`config.mk`:
```
export PLATFORM = sky130hd
export DESIGN_NAME = clock_gate_mux_divider_top
export DESIGN_NICKNAME = d
export VERILOG_FILES = /design/src/sv/cgmd_pkg.sv /design/src/sv/cgmd_div.sv /design/src/sv/cgmd_datapath.sv /design/src/sv/cgmd_ctrl.sv /design/src/sv/clock_gate_mux_divider_top.sv
export SDC_FILE = /design/constraint.sdc
export NUM_CORES = 1
export LEC_CHECK = 0
export BUFFER_PORTS_ARGS = -buffer_cell sky130_fd_sc_hd__clkbuf_2
export CAP_MARGIN = 20
export CORE_ASPECT_RATIO = 1.4
export CORE_MARGIN = 1
export CORE_UTILIZATION = 40
export CTS_CLUSTER_DIAMETER = 100
export DETAILED_ROUTE_END_ITERATION = 6
export PLACE_DENSITY = 0.71
export SLEW_MARGIN = 20
export SYNTH_ARGS = -nofsm -noshare
export SYNTH_HDL_FRONTEND = slang
export SYNTH_HIERARCHICAL = 1
export SYNTH_SLANG_ARGS = --single-unit
```
`constraint.sdc`:
```
create_clock -name aclk -period 5.7 [get_ports aclk]
set_input_delay 1.14 -clock aclk [delete_from_list [all_inputs] [get_ports aclk]]
set_output_delay 1.14 -clock aclk [all_outputs]
set_load 0.05 [all_outputs]
```
`src/sv/cgmd_pkg.sv`:
```
package cgmd_pkg;

    // channel and configuration widths
    localparam int S_TDATA_W  = 72;
    localparam int M_TDATA_W  = 80;
    localparam int CFG_ADDR_W = 1;
    localparam int CFG_DATA_W = 2;
    localparam int RATE_W     = 32;

    // control register layout
    localparam int DIV_WIDTH = 5;
    localparam int DIV_POS   = 0;
    localparam int MUX_POS   = 24;
    localparam int GATE_POS  = 31;

    // largest divider, and the field value that encodes it
    localparam logic [RATE_W-1:0]    DIV_MAX       = RATE_W'(1) << DIV_WIDTH;
    localparam logic [DIV_WIDTH-1:0] DIV_FIELD_MAX = '1;

    // operation codes
    localparam logic [2:0] FUNC_ENABLE  = 3'd0;
    localparam logic [2:0] FUNC_DISABLE = 3'd1;
    localparam logic [2:0] FUNC_SELECT  = 3'd2;
    localparam logic [2:0] FUNC_SETRATE = 3'd3;

    // configuration register indexes
    localparam logic [CFG_ADDR_W-1:0] CFG_GATE_PRESENT = 1'b0;
    localparam logic [CFG_ADDR_W-1:0] CFG_SEL_WIDTH    = 1'b1;

    // mux width that keeps the divider always in use, and the divided parent
    localparam logic [1:0] WIDE_MUX   = 2'd3;
    localparam logic [2:0] DIV_PARENT = 3'd1;

    // commands from the controller to the datapath
    typedef struct packed {
        logic load_in;
        logic apply_op;
        logic q_start;
        logic set_div;
        logic r_start;
        logic load_out;
    } cgmd_cmd_t;

    // status from the datapath to the controller
    typedef struct packed {
        logic need_q;
        logic div_active;
        logic div_done;
        logic out_free;
    } cgmd_status_t;

endpackage

```
`src/sv/cgmd_div.sv`:
```
module cgmd_div (
    input  logic                       aclk,
    input  logic                       aresetn,
    input  logic                       start,
    input  logic [cgmd_pkg::RATE_W-1:0] dividend,
    input  logic [cgmd_pkg::RATE_W-1:0] divisor,
    output logic                       done,
    output logic [cgmd_pkg::RATE_W-1:0] quotient
);
    import cgmd_pkg::*;

    localparam int CNT_W = $clog2(RATE_W);

    logic              busy_reg;
    logic              done_reg;
    logic [CNT_W-1:0]  cnt_reg;
    logic [RATE_W-1:0] rem_reg;
    logic [RATE_W-1:0] quo_reg;
    logic [RATE_W-1:0] dsr_reg;

    logic [RATE_W:0]   rem_shift;
    logic [RATE_W:0]   diff;
    logic              ge;

    // one restoring step: shift in the next dividend bit, try the subtract
    always_comb begin
        rem_shift = {rem_reg, quo_reg[RATE_W-1]};
        diff      = rem_shift - {1'b0, dsr_reg};
        ge        = rem_shift >= {1'b0, dsr_reg};
    end

    // control: busy for one step per quotient bit, done pulses once after
    always_ff @(posedge aclk) begin
        if (!aresetn) begin
            busy_reg <= 1'b0;
            done_reg <= 1'b0;
            cnt_reg  <= '0;
        end else if (start) begin
            busy_reg <= 1'b1;
            done_reg <= 1'b0;
            cnt_reg  <= CNT_W'(RATE_W - 1);
        end else if (busy_reg) begin
            cnt_reg  <= cnt_reg - CNT_W'(1);
            if (cnt_reg == '0) begin
                busy_reg <= 1'b0;
                done_reg <= 1'b1;
            end
        end else begin
            done_reg <= 1'b0;
        end
    end

    // quotient shares the dividend register, bits enter at the bottom
    always_ff @(posedge aclk) begin
        if (start) begin
            rem_reg <= '0;
            quo_reg <= dividend;
            dsr_reg <= divisor;
        end else if (busy_reg) begin
            rem_reg <= ge ? diff[RATE_W-1:0] : rem_shift[RATE_W-1:0];
            quo_reg <= {quo_reg[RATE_W-2:0], ge};
        end
    end

    assign done     = done_reg;
    assign quotient = quo_reg;

endmodule

```
`src/sv/cgmd_datapath.sv`:
```
module cgmd_datapath (
    input  logic                           aclk,
    input  logic                           aresetn,
    input  cgmd_pkg::cgmd_cmd_t            cmd,
    output cgmd_pkg::cgmd_status_t         status,
    input  logic                           cfg_we,
    input  logic [cgmd_pkg::CFG_ADDR_W-1:0] cfg_addr,
    input  logic [cgmd_pkg::CFG_DATA_W-1:0] cfg_wdata,
    input  logic [cgmd_pkg::S_TDATA_W-1:0]  s_tdata,
    input  logic                           m_tready,
    output logic                           m_tvalid,
    output logic [cgmd_pkg::M_TDATA_W-1:0]  m_tdata
);
    import cgmd_pkg::*;

    // configuration and clock module state
    logic                 gate_present_reg;
    logic [1:0]           sel_width_reg;
    logic                 gate_en_reg;
    logic [2:0]           psel_reg;
    logic [DIV_WIDTH-1:0] dm1_reg;

    // latched input word
    logic [2:0]        func_reg;
    logic [2:0]        pidx_reg;
    logic [RATE_W-1:0] target_reg;
    logic [RATE_W-1:0] prate_reg;

    // output register
    logic                 m_tvalid_reg;
    logic [M_TDATA_W-1:0] out_reg;

    logic [2:0]           sel_mask;
    logic [2:0]           psel_m;
    logic                 div_active;
    logic                 en;
    logic [7:0]           dfield;
    logic [RATE_W-1:0]    word;
    logic [RATE_W-1:0]    orate;
    logic [DIV_WIDTH-1:0] dm1_from_q;
    logic                 div_start;
    logic [RATE_W-1:0]    div_divisor;
    logic                 div_done;
    logic [RATE_W-1:0]    div_quot;

    // select mask from the mux width
    always_comb begin
        case (sel_width_reg)
            2'd0:    sel_mask = 3'b000;
            2'd1:    sel_mask = 3'b001;
            2'd2:    sel_mask = 3'b011;
            default: sel_mask = 3'b111;
        endcase
    end

    // status view of the state
    always_comb begin
        psel_m     = psel_reg & sel_mask;
        div_active = (sel_width_reg == WIDE_MUX) || (psel_m == DIV_PARENT);
        en         = gate_present_reg ? gate_en_reg : 1'b1;
        dfield     = 8'(dm1_reg);
        word       = (RATE_W'(psel_m) << MUX_POS)
                   | (RATE_W'(dfield) << DIV_POS)
                   | (RATE_W'(gate_present_reg & gate_en_reg) << GATE_POS);
        orate      = div_active ? div_quot : prate_reg;
    end

    // clamp the quotient to 1 .. DIV_MAX and keep divider minus one
    always_comb begin
        if (div_quot > DIV_MAX) begin
            dm1_from_q = DIV_FIELD_MAX;
        end else if (div_quot == '0) begin
            dm1_from_q = '0;
        end else begin
            dm1_from_q = DIV_WIDTH'(div_quot - RATE_W'(1));
        end
    end

    // shared divider: parent / target, then parent / divider
    assign div_start   = cmd.q_start | cmd.r_start;
    assign div_divisor = cmd.r_start ? (RATE_W'(dm1_reg) + RATE_W'(1)) : target_reg;

    cgmd_div u_div (
        .aclk     (aclk),
        .aresetn  (aresetn),
        .start    (div_start),
        .dividend (prate_reg),
        .divisor  (div_divisor),
        .done     (div_done),
        .quotient (div_quot)
    );

    // configuration writes and operations on the control register
    always_ff @(posedge aclk) begin
        if (!aresetn) begin
            gate_present_reg <= 1'b1;
            sel_width_reg    <= 2'd1;
            gate_en_reg      <= 1'b0;
            psel_reg         <= '0;
            dm1_reg          <= '0;
        end else begin
            if (cfg_we) begin
                case (cfg_addr)
                    CFG_GATE_PRESENT: gate_present_reg <= cfg_wdata[0];
                    CFG_SEL_WIDTH:    sel_width_reg    <= cfg_wdata[1:0];
                    default:          ;
                endcase
            end
            if (cmd.apply_op) begin
                case (func_reg)
                    FUNC_ENABLE:  if (gate_present_reg) gate_en_reg <= 1'b1;
                    FUNC_DISABLE: if (gate_present_reg) gate_en_reg <= 1'b0;
                    FUNC_SELECT:  psel_reg <= pidx_reg & sel_mask;
                    FUNC_SETRATE: if (div_active && target_reg == '0) dm1_reg <= '0;
                    default:      ;
                endcase
            end
            if (cmd.set_div) begin
                dm1_reg <= dm1_from_q;
            end
        end
    end

    // input word capture
    always_ff @(posedge aclk) begin
        if (cmd.load_in) begin
            func_reg   <= s_tdata[2:0];
            pidx_reg   <= s_tdata[5:3];
            target_reg <= s_tdata[37:6];
            prate_reg  <= s_tdata[69:38];
        end
    end

    // output word register
    always_ff @(posedge aclk) begin
        if (!aresetn) begin
            m_tvalid_reg <= 1'b0;
        end else if (cmd.load_out) begin
            m_tvalid_reg <= 1'b1;
        end else if (m_tready) begin
            m_tvalid_reg <= 1'b0;
        end
    end

    always_ff @(posedge aclk) begin
        if (cmd.load_out) begin
            out_reg <= {4'b0, word, orate, dfield, psel_m, en};
        end
    end

    assign status.need_q     = (func_reg == FUNC_SETRATE) && div_active && (target_reg != '0);
    assign status.div_active = div_active;
    assign status.div_done   = div_done;
    assign status.out_free   = !m_tvalid_reg || m_tready;

    assign m_tvalid = m_tvalid_reg;
    assign m_tdata  = out_reg;

endmodule

```
`src/sv/cgmd_ctrl.sv`:
```
module cgmd_ctrl (
    input  logic                   aclk,
    input  logic                   aresetn,
    input  logic                   s_tvalid,
    output logic                   s_tready,
    input  cgmd_pkg::cgmd_status_t status,
    output cgmd_pkg::cgmd_cmd_t    cmd
);
    import cgmd_pkg::*;

    typedef enum logic [2:0] {
        ST_IDLE,
        ST_OP,
        ST_Q_WAIT,
        ST_R_CHECK,
        ST_R_WAIT,
        ST_FINISH
    } state_t;

    state_t state_reg;
    state_t state_next;

    // next state and commands
    always_comb begin
        state_next = state_reg;
        cmd        = '0;
        s_tready   = 1'b0;
        case (state_reg)
            ST_IDLE: begin
                s_tready    = 1'b1;
                cmd.load_in = s_tvalid;
                if (s_tvalid) state_next = ST_OP;
            end
            ST_OP: begin
                cmd.apply_op = 1'b1;
                cmd.q_start  = status.need_q;
                state_next   = status.need_q ? ST_Q_WAIT : ST_R_CHECK;
            end
            ST_Q_WAIT: begin
                if (status.div_done) begin
                    cmd.set_div = 1'b1;
                    state_next  = ST_R_CHECK;
                end
            end
            ST_R_CHECK: begin
                cmd.r_start = status.div_active;
                state_next  = status.div_active ? ST_R_WAIT : ST_FINISH;
            end
            ST_R_WAIT: begin
                if (status.div_done) state_next = ST_FINISH;
            end
            ST_FINISH: begin
                if (status.out_free) begin
                    cmd.load_out = 1'b1;
                    state_next   = ST_IDLE;
                end
            end
            default: state_next = ST_IDLE;
        endcase
    end

    // state register
    always_ff @(posedge aclk) begin
        if (!aresetn) begin
            state_reg <= ST_IDLE;
        end else begin
            state_reg <= state_next;
        end
    end

endmodule

```
`src/sv/clock_gate_mux_divider_top.sv`:
```
// channel  | direction | ports                       | content
// s_       | in        | s_tvalid s_tready s_tdata   | one operation word
// m_       | out       | m_tvalid m_tready m_tdata   | one status word per operation
// cfg_     | in        | cfg_we cfg_addr cfg_wdata   | gate_present, sel_width
//
// with the divider idle an accepted word passes the operation, divider check and
// finish states before its status word is registered, and no new word is taken
// until the controller is back in idle. set rate with a nonzero target on an
// active divider takes two passes through the shared bit-serial divider, any
// other word on an active divider one.
// aresetn is synchronous: gate off, parent 0, divider 1, gate present, mux width 1.
// a new word is taken while the previous status word waits on m_tready;
// a finished status waits in the controller until the output register frees.
module clock_gate_mux_divider_top (
    input  logic                            aclk,
    input  logic                            aresetn,
    // func[2:0], parent_pick[5:3], target_rate[37:6], src_rate[69:38]
    input  logic [cgmd_pkg::S_TDATA_W-1:0]  s_tdata,
    input  logic                            s_tvalid,
    output logic                            s_tready,
    // enabled[0], parent_select[3:1], divider_field[11:4],
    // output_rate[43:12], control_word[75:44]
    output logic [cgmd_pkg::M_TDATA_W-1:0]  m_tdata,
    output logic                            m_tvalid,
    input  logic                            m_tready,
    input  logic                            cfg_we,
    input  logic [cgmd_pkg::CFG_ADDR_W-1:0] cfg_addr,
    input  logic [cgmd_pkg::CFG_DATA_W-1:0] cfg_wdata
);
    import cgmd_pkg::*;

    cgmd_cmd_t    cmd;
    cgmd_status_t status;

    cgmd_ctrl u_ctrl (
        .aclk     (aclk),
        .aresetn  (aresetn),
        .s_tvalid (s_tvalid),
        .s_tready (s_tready),
        .status   (status),
        .cmd      (cmd)
    );

    cgmd_datapath u_dp (
        .aclk      (aclk),
        .aresetn   (aresetn),
        .cmd       (cmd),
        .status    (status),
        .cfg_we    (cfg_we),
        .cfg_addr  (cfg_addr),
        .cfg_wdata (cfg_wdata),
        .s_tdata   (s_tdata),
        .m_tready  (m_tready),
        .m_tvalid  (m_tvalid),
        .m_tdata   (m_tdata)
    );

endmodule

```
After elaboration in Yosys (flattened, before gate mapping). Index checks and enable logic that the tools add are counted. Widths: inputs -> output; s select.

$add $sub $neg: 4. Reduce and logical (&&, ||, !) cells: 26. Bitwise logic cells: 9. Multiplexer cells: 37. Eq/ne operators: 18. Magnitude comparators: 2.

Operators with widths (count): $mux 32 (5); $logic_not 32->1 (2); $mux 5 (8); $ge 33x32->1 (1); $gt 32x6->1 const B (1); $or 32x32->32 (1); $reduce_bool 32->1 (1); $sub 32x32->32 (1); $or 27x5->27 (1); $pmux 3 s6 (1); $mux 1 (16); $eq 3x2->1 const B (4); $mux 3 (4); $reduce_bool 2->1 (6); $sub 5x1->5 const B (2); $eq 3x1->1 const B (3); $pmux 3 s3 (1); $ne 2x1->1 const B (4); $reduce_and 4->1 (2); $add 5x1->6 const B (1); $and 3x3->3 (2); $eq 3x3->1 const B (2); $logic_not 3->1 (2); $reduce_and 2->1 (3); other kinds (15) (22).

Input port bits: 80. Register bits after elaboration: 262. Word-level logic and storage cells: 115.

Depth between registers and ports, before layout. Gate-level depths: netlist of the first run.

Depth in word-level cells: 10. Depth in mapped cells: 17. Mapped depth without buffers: 12.

Cells and area by module. The synthesis of the first run kept the hierarchy.

Modules (own cells, without submodules): cgmd_div (cells an instance 590, times used 1, area each 5871.9 µm²); cgmd_datapath (cells an instance 338, times used 1, area each 5171.2 µm²); cgmd_ctrl (cells an instance 28, times used 1, area each 244.0 µm²).

Worst setup path after synthesis of the first run. Ideal clock, no wire load.

Path kind: input port to flip-flop. Start point: input port m_tready. End point: register u_dp.out_reg[0], in the netlist u_dp/m_tdata[0], enable pin. Stages on the path: 3. Data arrival time: 4497 ps. Data required time: 5195 ps. Setup time: 505 ps. Path buffers: 0. Setup slack: 698 ps. Cells stage by stage: nand2b_1 -> nand2_1 -> nor3b_1.

RTL lines: start, declared (RTL line clock_gate_mux_divider_top.sv:25) `input logic m_tready,`; end signal, assigned (RTL line cgmd_datapath.sv:147) `out_reg <= {4'b0, word, orate, dfield, psel_m, en};`; end, declared (RTL line cgmd_datapath.sv:31) `logic [M_TDATA_W-1:0] out_reg;`.

==> results of run 1 <==
-- per-layer routing --
metal  vias up  track usage, %  wire, µm
met3        53            2.31       883
met4         0            8.97      1090
met1      3446            17.8      8940
met5         -               0         0
met2       183            29.3     12100
li1       3646               -         -
-- stage by stage --
stage          cells  hold WS, ns  power [W]  setup slack, ns
2_1_floorplan    985        0.421    0.00324            0.698
5_1_grt         1455        0.488    0.00525             1.89
6_report        1455        0.468    0.00499             2.15
3_5_place_dp    1417        0.462    0.00349             2.15
4_1_cts         1455        0.471    0.00503             2.11
3_3_place_gp    1417        0.447    0.00347             2.19
-- cell usage after synthesis, drive strengths merged (3+ instances only) --
master	instances	area share [%]
nand3	18	0.80
nand3b	3	0.20
a31oi	4	0.22
mux2	66	6.6
nor2b	32	1.8
a2111oi	4	0.37
a21o	10	0.67
a21oi	57	2.5
ha	36	4.0
and2	7	0.41
nor3b	6	0.50
o211ai	4	0.31
nand2b	11	0.61
nor2	45	1.5
buf	59	3.8
inv	47	1.6
o21a	10	0.67
xor2	14	1.1
xnor2	23	1.8
mux2i	16	1.4
edfxtp	176	47
clkbuf	15	0.50
a21boi	10	0.67
a211oi	16	1.2
dfxtp	55	9.8
nand2	81	2.7
nor4	17	1.1
or2	3	0.17
o21ai	48	2.1
nand4	9	0.50
o2bb2ai	5	0.39
nor3	20	0.98
a22o	3	0.23
-- critical path: cells and delay by family (launching register included) --
family,cells,cell delay [ns]
DFF,1,0.38
buffers and inverters,2,0.41
and+or+nand+nor,7,2.42
-- logic make-up (layout without fill, tap and decap cells) --
group	count (synthesis)	in the layout	synth area share (%)
flops	231	231	56.6
other cells	1	30	0.0332
mux	82	82	8.00
fa+ha+maj	37	37	4.17
compound gates	187	187	10.7
buf+inv	121	221	5.84
xor+xnor	37	37	2.87
simple gates	260	260	11.8
-- area by class of cell --
cell class / count / area [µm²]
clock buffers: 25 / 583
clock inverters: 13 / 164
fillers: 2495 / 14800
inverters: 47 / 176
multi-input cells: 633 / 4370
flip-flops and latches: 231 / 6390
well taps: 370 / 463
repair buffers: 136 / 698
-- final timing paths --
path	slack [ns]	endpoint
worst max-delay path	2.15	u_dp/u_div/quotient[3]
worst min-delay path	0.47	u_dp/u_div/rem_reg[31]
worst max register to register	2.15	u_dp/u_div/quotient[3]
worst min register to register	0.47	u_dp/u_div/rem_reg[31]
-- where the power goes --
part           leakage, nW  switching (W)  internal (W)
clock network        0.367       0.000610      0.000912
logic                 2.45       0.000770      0.000515
registers             2.08       0.000131       0.00206
total                 4.89        0.00151       0.00348
-- layout by cell type (no fill, tap or decap), types with 7 or more instances in the layout --
cell       instances
nand2b_1          11
a211oi_1          12
a21boi_0           9
a21o_1            10
nand2_1           81
clkbuf_2         129
dfxtp_1           55
nor2_1            43
conb_1            30
xnor2_1           23
nor2b_1           32
edfxtp_1         176
o21ai_1           17
ha_1              36
a21oi_1           57
nand3_1           18
o21a_1            10
mux2i_1           16
nor3_1            18
nand4_1            9
inv_1             47
clkbuf_16         23
nor4_1            16
buf_4              7
mux2_2            66
o21ai_0           31
xor2_1            14
==> flow_summary.yaml, run 1 <==
power_and_ir_drop:
  power_density_nw_per_um2: 389
  p_leak_nw: 4.89
  irDropWorstVdd_mv: 0.271
timing:
  fin_crit_ns: 3.55
  drv_slew: 0
  setup_viol: 0
  max_slew_margin_pct: 33.7
  hold_violations: 0
  fin_skew_ns: 0.00861
  fmax_ghz: 0.281
  rsz0062_at_grt: "no"
  fin_crit_sh_pct: 62.4
  tightest_slew_ns: 0.995
  tns_ns: 0
floorplanning:
  core_area_um2: 27700
  die_area_um2: 28900
  ios: 162
  row_count: 72
  die-height_um: 201
  die_w_um: 144
  initial_utilization_pct: 40.8
logic_synthesis:
  synth_ff_type: "edfxtp_1"
  yosysSeqAreaShare_pct: 56.6
  syn_avg_cell_area_um2: 11.8
  synth_edf_count: 176
  synth_cells: 956
  ys_ff_latch: 231
  postSynth.asyncResetShare_pct: 0
  ys_types: 65
  yosysWarnings: 6
  syn_area_um2: 11300
job:
  cap_violations: 0
min_path:
  hold_path_startpoint: "u_dp/u_div/rem_reg[31]"
  worstHoldPathType: "reg2reg"
  whs_path_depth: 2
global_routing:
  grt_pass1_wl_um: 36500
  gr-total-overflow: 0
  grt_pass1_vias: 7397
  grt_max_degree: 71
  antenna_found_initial: 0
  grtUsageTotal_pct: 16.2
finish:
  antenna_cells: 0
  largest_register_ffs: 42
  nets: 1188
  drive_gt1_share_pct: 23.7
  final_util_pct: 46.4
  final_cell_area_um2: 12800
  synthToLayoutAreaGrowth_pct: 13.7
placement:
  placed_area_um2: 12100
  hpwlAfterDp_um: 16300
  port_buffers: 129
  place_congestion: 0.887
setup_path:
  path_max_fanout: 39
  critPathLaunch: "u_dp/target_reg[27]"
  cp-start-kind: "flip-flop"
  critPathCaptureType: "flip-flop"
  r2r_start: "u_dp/target_reg[27]"
  critical_path_class: "reg2reg"
  max_stage_delay_ns: 0.81
  required_ns: 5.92
  slowest_stage: "nor2_2"
  ff2ff_path_depth: 9
  worstPathCellList: "nor4_1 -> nand4_1 -> nor2_1 -> nor3_1 -> and2_4 -> or2_4 -> nor2_2 -> inv_1 -> buf_4"
  cp.arrival_ns: 3.77
clocking:
  clk_pin_slew_ns: 0.06
  cts_setup_buffers: 0
  insertion_delay_ns: 0.52
  cts_buffers: 22
  clock-root-buffer: "clkbuf_16"
  clock_sinks: 231
  cts_max_level: 1
  cts_tree: "yes"
  postCtsHoldBufs: 0
  ctsResizeCount: 0
  clk_path_buf_depth: 3
detailed_routing:
  viasPerCell: 5.04
  post_drt_wl_per_cell_um: 15.8
  post-route-drc-count: 0
  routed_wirelength_um: 23000
  first_pass_iters: 5
  vias: 7328
  drtIter0Drc: 318
  drtAntennaViolNets: 0
run_status:
  status: "complete, no violations"
Power figures use the tool's default switching activity.
==> run 2, diff against run 1 <==
PLACE_DENSITY = 0.73   (was 0.71)
clock period = 3.2 ns   (was 5.7 ns; I/O delays follow)
==> flow_summary.yaml, run 2 (synthesis results as in run 1) <==
run_status:
  status: "complete, no violations"
power_and_ir_drop:
  internal_power_w: 0.00599
  clock_power_share_pct: 29.0
  p_leak_nw: 4.91
  comb_power_share_pct: 26.5
  irDropWorstVdd_mv: 0.532
  p_sw_w: 0.00276
  switching_share_pct: 31.5
  power_density_nw_per_um2: 678
  seqPwrFrac_pct: 44.5
detailed_routing:
  first_pass_iters: 5
  drtAntennaViolNets: 0
  post_drt_wl_per_cell_um: 15.8
  routed_wirelength_um: 23200
  vias: 7364
  top_layer_used: "met4"
  wl_met1_um: 9160
  viasPerCell: 5.02
  drtIter0Drc: 341
  met2_length_um: 12200
  post-route-drc-count: 0
  met3_length_um: 875
clocking:
  cts_setup_buffers: 0
  clk_pin_slew_ns: 0.07
  ctsResizeCount: 0
  clock_sinks: 231
  postCtsHoldBufs: 0
  cts_max_level: 1
  cts_tree: "yes"
  clk_path_buf_depth: 3
  insertion_delay_ns: 0.51
  clock-root-buffer: "clkbuf_16"
  cts_buffers: 23
timing:
  fin_skew_ns: 0.0115
  tns_ns: 0
  fmax_ghz: 0.358
  setup_viol: 0
  drv_slew: 0
  max_slew_margin_pct: 58.9
  hold_violations: 0
  tightest_slew_ns: 0.617
  fin_crit_sh_pct: 87.3
  fin_crit_ns: 2.79
  rsz0062_at_grt: "no"
floorplanning:
  ios: 162
  core_area_um2: 27700
  die-height_um: 201
  row_count: 72
  initial_utilization_pct: 40.8
  die_w_um: 144
  die_area_um2: 28900
setup_path:
  cp-start-kind: "flip-flop"
  cp.arrival_ns: 3.01
  required_ns: 3.41
  path_common_cell: "nor2_1"
  max_stage_delay_ns: 0.39
  worstPathCellList: "nor4_1 -> nand4_1 -> nor2_1 -> nor3_1 -> and2_4 -> or2_4 -> nor2_1 -> clkinvlp_4 -> buf_4"
  critical_path_class: "reg2reg"
  cp_num_buf_inv: 2
  critPathCaptureType: "flip-flop"
  path_max_fanout: 33
  slowest_stage: "nor4_1"
  cp_top_family: "simple AND/OR/NAND/NOR gates"
finish:
  antenna_cells: 0
  multi_input_area_um2: 4370
  largest_register_ffs: 42
  nets: 1198
  layout_common_cells: "edfxtp_1 (176), clkbuf_2 (129), nand2_1 (81), mux2_2 (66), a21oi_1 (57)"
  final_common_cell: "edfxtp_1"
  final-seq-area_um2: 6390
  drive_gt1_share_pct: 24.5
  num-fill-cells: 2479
  synthToLayoutAreaGrowth_pct: 14.3
  instances_no_fill: 1467
placement:
  dp_cells: 1426
  hpwlAfterDp_um: 16400
  port_buffers: 129
  place_congestion: 0.893
global_routing:
  grt_pass1_vias: 7526
  gr-total-overflow: 0
  antenna_found_initial: 0
  grt_max_degree: 74
  grt_pass1_wl_um: 36800
  grtUsageTotal_pct: 16.2
min_path:
  worstHoldPathType: "in2reg"
job:
  cap_violations: 0
run 2: final timing paths:
check | startpoint | slack (ns) | to | cells after the start
max | u_dp/target_reg[27] | 0.41 | u_dp/u_div/quotient[23] | 9
min | s_tdata[45] | 0.30 | u_dp/prate_reg[7] | 1
max reg2reg | u_dp/target_reg[27] | 0.41 | u_dp/u_div/quotient[23] | 9
min reg2reg | u_dp/u_div/rem_reg[20] | 0.47 | u_dp/u_div/rem_reg[20] | 2
run 2: cell type report:
cell class | instances | share of cell area (%)
Multi-Input combinational cell | 633 | 33.9
Inverter | 47 | 1.40
Tap cell | 370 | 3.59
Timing Repair Buffer | 145 | 6.22
Clock inverter | 11 | 0.640
Sequential cell | 231 | 49.5
Clock buffer | 30 | 4.82
run 2: per-stage QoR:
| stage | hold WS [ns] | area, µm² | utilization (%) | worst slack, ns | total power (W) |
|---|---|---|---|---|---|
| final | 0.296 | 12900 | 46.7 | 0.405 | 0.00875 |
| after global routing | 0.286 | 12900 | 46.7 | 0.178 | 0.00921 |
| after CTS | 0.277 | 12900 | 46.7 | 0.375 | 0.00880 |
| after detailed placement | 0.455 | 12200 | 44.1 | 0.402 | 0.00625 |
| after global placement | 0.445 | 12200 | 44.1 | 0.410 | 0.00620 |
| after floorplan | 0.421 | 11400 | - | 0.000580 | 0.00577 |
run 2: power by group through the flow:
stage / Sequential [W] / Clock [W] / Combinational [W]
after global routing: 0.00394 / 0.00269 / 0.00258
after floorplan: 0.00391 / 0 / 0.00186
after global placement: 0.00394 / 0 / 0.00226
after CTS: 0.00390 / 0.00260 / 0.00231
final: 0.00390 / 0.00254 / 0.00231
after detailed placement: 0.00396 / 0 / 0.00229
run 2: per-layer routing:
layer  global-route usage (%)  vias up
met3                     2.29       45
met5                        0        -
met4                     8.09        0
li1                         -     3671
met1                     18.1     3486
met2                     29.5      162
